`src/rtl/gsgc_pkg.sv`:
```
package gsgc_pkg;

  localparam int GRID_COLS_DEF = 1024;
  localparam int GRID_ROWS_DEF = 256;
  localparam int CFG_IDX_W = 3;
  localparam int CFG_DATA_W = 16;

  typedef enum logic [2:0] {
    CFG_HALF_COLS = 3'd0,
    CFG_HALF_ROWS = 3'd1,
    CFG_CELL_X    = 3'd2,
    CFG_CELL_Y    = 3'd3,
    CFG_RISE_X    = 3'd4,
    CFG_RISE_Y    = 3'd5
  } cfg_idx_t;

  typedef enum logic [1:0] {
    MODE_CLEAR    = 2'd0,
    MODE_BIN      = 2'd1,
    MODE_CLASSIFY = 2'd2,
    MODE_NONE     = 2'd3
  } mode_t;

  typedef struct packed {
    logic [1:0]         mode;
    logic signed [31:0] x_mm;
    logic signed [31:0] y_mm;
    logic signed [15:0] z_mm;
    logic [15:0]        intensity;
  } in_item_t;

  typedef struct packed {
    logic               is_ground;
    logic signed [31:0] out_x_mm;
    logic signed [31:0] out_y_mm;
    logic signed [15:0] out_z_mm;
    logic [15:0]        out_intensity;
  } out_item_t;

  typedef enum logic [3:0] {
    ST_IDLE,
    ST_CLEAR,
    ST_DIV,
    ST_LOCATE,
    ST_RD,
    ST_WAIT,
    ST_WRITE,
    ST_NEIGH,
    ST_MUL,
    ST_CMP,
    ST_OUT
  } state_t;

  // controller to datapath
  typedef struct packed {
    logic load;       // capture the accepted item
    logic clr_start;  // reset the clear sweep address
    logic clr_step;   // write zero and advance
    logic div_start;
    logic rd_center;  // read the point's cell
    logic wr_bin;     // write the updated cell
    logic rd_neigh;   // read the next neighbour
    logic mul;        // form the cross products
    logic cmp;        // fold the compare into the flag
    logic out_load;   // move the result into the output register
  } cmd_t;

  // datapath to controller
  typedef struct packed {
    logic clr_done;
    logic div_done;
    logic in_grid;
    logic interior;   // interior cell with a non-empty center
    logic bin_ok;     // center count below full
    logic neigh_last;
    logic out_busy;
  } sts_t;

endpackage

```
`src/rtl/gsgc_ctrl.sv`:
```
module gsgc_ctrl (
  input  logic               clk,
  input  logic               rst_n,
  input  logic               in_valid,
  output logic               in_stall,
  input  logic [1:0]         in_mode,
  input  gsgc_pkg::sts_t     sts,
  output gsgc_pkg::cmd_t     cmd
);
  import gsgc_pkg::*;

  state_t state_r, state_nxt;
  logic [1:0] mode_r, mode_nxt;

  // the store is swept clear right after reset
  always_ff @(posedge clk) begin
    if (!rst_n) begin
      state_r <= ST_CLEAR;
      mode_r  <= MODE_NONE;
    end else begin
      state_r <= state_nxt;
      mode_r  <= mode_nxt;
    end
  end

  always_comb begin
    state_nxt = state_r;
    mode_nxt  = mode_r;
    cmd       = '0;
    in_stall  = 1'b1;
    case (state_r)
      ST_IDLE: begin
        in_stall = 1'b0;
        if (in_valid) begin
          cmd.load = 1'b1;
          mode_nxt = in_mode;
          case (mode_t'(in_mode))
            MODE_CLEAR: begin
              cmd.clr_start = 1'b1;
              state_nxt = ST_CLEAR;
            end
            MODE_BIN, MODE_CLASSIFY: begin
              cmd.div_start = 1'b1;
              state_nxt = ST_DIV;
            end
            default: state_nxt = ST_IDLE;
          endcase
        end
      end
      ST_CLEAR: begin
        cmd.clr_step = 1'b1;
        if (sts.clr_done) state_nxt = ST_IDLE;
      end
      ST_DIV: if (sts.div_done) state_nxt = ST_LOCATE;
      ST_LOCATE: begin
        if (!sts.in_grid) begin
          state_nxt = ST_IDLE;
        end else begin
          cmd.rd_center = 1'b1;
          state_nxt = ST_RD;
        end
      end
      ST_RD: state_nxt = ST_WAIT;
      ST_WAIT: begin
        if (mode_r == MODE_BIN) begin
          state_nxt = ST_WRITE;
        end else if (sts.interior) begin
          cmd.rd_neigh = 1'b1;
          state_nxt = ST_NEIGH;
        end else begin
          state_nxt = ST_OUT;
        end
      end
      ST_WRITE: begin
        cmd.wr_bin = sts.bin_ok;
        state_nxt = ST_IDLE;
      end
      ST_NEIGH: state_nxt = ST_MUL;
      ST_MUL: begin
        cmd.mul = 1'b1;
        state_nxt = ST_CMP;
      end
      ST_CMP: begin
        cmd.cmp = 1'b1;
        if (sts.neigh_last) begin
          state_nxt = ST_OUT;
        end else begin
          cmd.rd_neigh = 1'b1;
          state_nxt = ST_NEIGH;
        end
      end
      ST_OUT: begin
        if (!sts.out_busy) begin
          cmd.out_load = 1'b1;
          state_nxt = ST_IDLE;
        end
      end
      default: state_nxt = ST_IDLE;
    endcase
  end

endmodule

```
`config.mk`:
```
export PLATFORM = sky130hd
export DESIGN_NAME = gsgc_ctrl
export DESIGN_NICKNAME = d
export VERILOG_FILES = /design/src/rtl/gsgc_pkg.sv /design/src/rtl/gsgc_ctrl.sv
export SDC_FILE = /design/constraint.sdc
export NUM_CORES = 1
export LEC_CHECK = 0
export ABC_AREA = 1
export BUFFER_PORTS_ARGS = -buffer_cell sky130_fd_sc_hd__buf_4
export CAP_MARGIN = 20
export CORE_MARGIN = 8
export CORE_UTILIZATION = 35
export CTS_CLUSTER_DIAMETER = 30
export DETAILED_ROUTE_END_ITERATION = 12
export GPL_ROUTABILITY_DRIVEN = 0
export HOLD_SLACK_MARGIN = 0.05
export PLACE_DENSITY_LB_ADDON = 0.15
export SYNTH_ARGS = -nofsm -noshare
export SYNTH_HDL_FRONTEND = slang
export SYNTH_SLANG_ARGS = --single-unit
```
`constraint.sdc`:
```
create_clock -name clk -period 1.1 [get_ports clk]
set_input_delay 0.055 -clock clk [delete_from_list [all_inputs] [get_ports clk]]
set_output_delay 0.055 -clock clk [all_outputs]
set_load 0.01 [all_outputs]
```
======== After elaboration in Yosys (flattened, before gate mapping) ========
Index checks and enable logic that the tools add are counted.
word-level totals
  flip-flop bits (word level) ............. 6
  latch bits .............................. 0
  memory bits (writable) .................. 0
  ROM bits ................................ 0
  output and inout port bits .............. 11
  memories kept ........................... 0
operators by class
  add/sub/neg operators ................... 0
  $mul .................................... 0
  divide/modulo/power cells ............... 0
  order comparisons ....................... 0
  equality and inequality tests ........... 17
  shift operators ......................... 0
  multiplexer cells ....................... 29
  bitwise operators ....................... 0
  reductions and logical operators ........ 5
operator list
  operator            count
  $pmux 4 s10         1
  $mux 4              7
  $eq 4x3->1 const B  4
  $mux 1              16
  $eq 4x4->1 const B  3
  $eq 4x2->1 const B  2
  $ne 2x2->1 const B  4
  $eq 2x1->1 const B  2
  $eq 4x1->1 const B  1
  $logic_not 4->1     1
  $mux 2              2
  $pmux 2 s2          1
  $reduce_and 4->1    1
  $mux 3              1
  $eq 2x2->1 const B  1
  $logic_not 2->1     1
  $pmux 1 s2          1
  $reduce_and 2->1    1
  $reduce_or 2->1     1

======== Logic depth before layout (Yosys ltp) ========
  word-level depth ........................ 5
  gate-level depth with buffers ........... 9
  gate-level depth less buffers ........... 9

======== Least setup slack after synthesis ========
OpenSTA, ideal clock, no wires.
  path kind ............................... register to register
  start ................................... register state_r[0]
  end ..................................... register mode_r[1]
  setup time .............................. 123 ps
  data arrival time ....................... 1017 ps
  required time ........................... 977 ps
  setup slack ............................. -40 ps
  stages on the path, launching flop included .. 7
  clock period less this slack ............ 1140 ps
  path through ............................ dfxtp_1 -> nor2_2 -> nand2_2 -> nor2_4 -> inv_2 -> nand2_1 -> o211ai_2
on the way
  longest elaborated chain between the ends .. 2
RTL lines
  item                               RTL line         text
  from (decl)                        gsgc_ctrl.sv:12  state_t state_r, state_nxt;
  from (signal assigned)             gsgc_ctrl.sv:21  state_r <= state_nxt;
  $logic_not 4->1                    gsgc_ctrl.sv:31  case (state_r)
  $reduce_and 2->1 (no source line)  -
  to (signal assigned)               gsgc_ctrl.sv:22  mode_r <= mode_nxt;
  to (decl)                          gsgc_ctrl.sv:13  logic [1:0] mode_r, mode_nxt;
Every way passes these cells.
A chain may end at the register's enable or synchronous reset.

==> impl_metrics.yaml <==
run_status:
  status: "complete, but fails checks"
  violations: "negative setup slack"
sta:
  tightest_slew_ns: 0.2589
  setup_total_negative_slack_ns: -1.732
  skew_ns: 0.004677
  layout_min_cycle_time_ns: 1.342
  fin_crit_sh_pct: 122.0
  slew_viol_final: 0
  setup_viol: 15
  slew_headroom_pct: 82.58
  timing.final.ws_setup_ns: -0.2421
  hold_viol_final: 0
  max_freq_ghz: 0.7451
  rsz0062_at_grt: "true"
route:
  drtPass1Iterations: 4
  drc: 0
  routed_wl_um: 2112
  vias: 748
  dr.first_iter.drc_count: 11
  ant_nets: 0
  wl_per_cell_um: 13.99
  vias_per_cell: 4.954
critical_path:
  cp_max_fo: 4
  crit_path_start_kind: "register"
  crit_type: "register to output port"
  crit_arrival_ns: 1.29
  end_kind: "output port"
  worst-endpoint-required_ns: 1.04
  r2r_slack_ns: -0.10
finish:
  antennaDiodeCount: 0
  final-seq-area_um2: 135.1
  syn_to_final_growth_pct: 104.5
  final_layout_size_suffix_gt1_share_pct: 67.41
  n_fill_cell: 122
  multi_input_area_um2: 473.0
  instances_no_fill: 151
  layout.nets: 150
logic_synthesis:
  synthDistinctLibCells: 21
  synth_common_cells: "16 x nand2_1, 15 x inv_1, 12 x nor2_1"
  synth-seq-area-share_pct: 22.54
  yosysTopAreaCellShare_pct: 22.54
  ys_ff_latch: 6
  yosysMostFrequentCell: "nand2_1"
  synth_enable_flop_cells: 0
  yosysWarningCount: 0
  syn_inst: 88
  synth_nets: 101
  ys_async_sr_fraction_pct: 0
  synth.avg_cell_area_um2: 6.057
  yosys-top-cells-area: "dfxtp_1 23%, nand2_1 11%, inv_1 11%"
  synth_flop_cell: "dfxtp_1"
  yosys.area.top_type: "dfxtp_1"
  netlist_area_um2: 533.0
clocking:
  clk_latency_ns: 0.25
  clock-root-buffer: "clkbuf_4"
  h-tree-depth: 1
  cts_buffer_depth: 2
  cts.sinks: 6
  path_clk_slew_ns: 0.05
  cts_tree: "done"
  cts_buffers: 3
worst_hold_path:
  hold_path.class: "input port to register"
floorplanning:
  fp.dieH_um: 55.03
  start_util_pct: 36.22
  die_area_mm2: 0.003028
  ioPinCount: 23
  die_x_um: 55.03
  core-area_mm2: 0.001471
  rows: 14
global_routing:
  grt_overflow: 0
  grt_pass1_wl_um: 2925
  grt_pass1_vias: 707
  antenna_found_initial: 0
  grtUsageTotal_pct: 13.67
  grt_max_degree: 7
pwr:
  p_total_w: 0.0009456
  p_leak_nw: 0.5390
  power_density_mw_per_mm2: 867.7
  peakVddDrop_v: 0.0008267
place:
  dpl.hpwl_um: 1366
  placed_cells: 136
  port_buffers: 22
job:
  max_cap_violations: 0
metal layers:
layer  vias to the layer above  global-route usage [%]  routed length (um)
met5                         -                       0                   0
met4                         0                   3.600                  31
met3                         4                   6.952                 115
met2                        15                   24.72                1168
met1                       356                   13.53                 796
li1                        373                       -                   -
flip-flops by register name, summed over array words and instances, names as in the netlist:
register  count
state_r       4
mode_r        2
worst max-delay path, stage by stage (launching register included):
cell and delay (ns):
dfxtp_4 0.36, nor2_4 0.17, nand2_4 0.09, nor2_4 0.09, inv_2 0.05, nor2_2 0.14
buf_4 0.14
through the flow:
step | hold WS [ns] | utilization [%] | area (um^2) | setup WS [ns]
final | 0.1028 | 74.06 | 1090 | -0.2421
after global routing | 0.09882 | 74.06 | 1090 | -0.3008
after CTS | 0.1056 | 64.12 | 943.4 | -0.1746
after detailed placement | 0.2699 | 54.68 | 804.5 | -0.09700
after global placement | 0.2667 | 54.68 | 804.5 | -0.08528
after floorplan | 0.1305 | - | 544.3 | -0.003128
report_power, final:
part,internal (W),total (W),switching (W)
Combinational,0.000231,0.000462,0.000231
Clock,0.000124,0.000216,0.0000920
Sequential,0.000234,0.000267,0.0000330
Total,0.000589,0.000946,0.000356
kinds of logic (layout without fill, tap and decap cells):
| logic type | count (synthesis) | count (layout) | share of synthesized area, % |
|---|---|---|---|
| AO/OA/AOI/OAI | 12 | 12 | 14.79 |
| adder cells (fa/ha/maj) | 1 | 1 | 2.347 |
| buffers and inverters | 20 | 67 | 14.08 |
| flip-flops | 6 | 6 | 22.54 |
| AND/OR/NAND/NOR | 49 | 49 | 46.24 |
worst paths after layout:
kind / end / from / cells past startpoint
max: cmd[8] / state_r[3] / 6
min: mode_r[1] / in_mode[1] / 3
max reg2reg: state_r[0] / state_r[3] / 9
min reg2reg: mode_r[0] / mode_r[0] / 2
area by class of cell:
cell class | count | share of cell area (%)
Clock buffer | 3 | 2.067
Timing Repair Buffer | 44 | 33.18
Tap cell | 16 | 1.837
Multi-Input combinational cell | 62 | 43.40
Sequential cell | 6 | 12.40
Inverter | 20 | 7.118
timing repair:
item,4_1_cts,5_1_grt
hold endpoints to repair,2,0
pin swaps,8,10
endpoints found under the setup margin,17,17
resized for setup,15,34
setup buffers,7,3
hold buffers,2,0
layout by cell type (no fill, tap or decap), types with 2 or more instances in the layout:
master         instances
buf_4                 35
inv_1                 13
nand2_1               10
nor2_4                 8
nor2_1                 7
buf_6                  7
inv_2                  6
nand2_4                5
nand2_2                5
nor2_2                 5
dfxtp_4                4
o21ai_1                3
a21oi_2                3
nand3_2                3
clkbuf_4               3
nand3_1                2
dlygate4sd3_1          2
dfxtp_1                2
(Power assumes the default switching activity.)
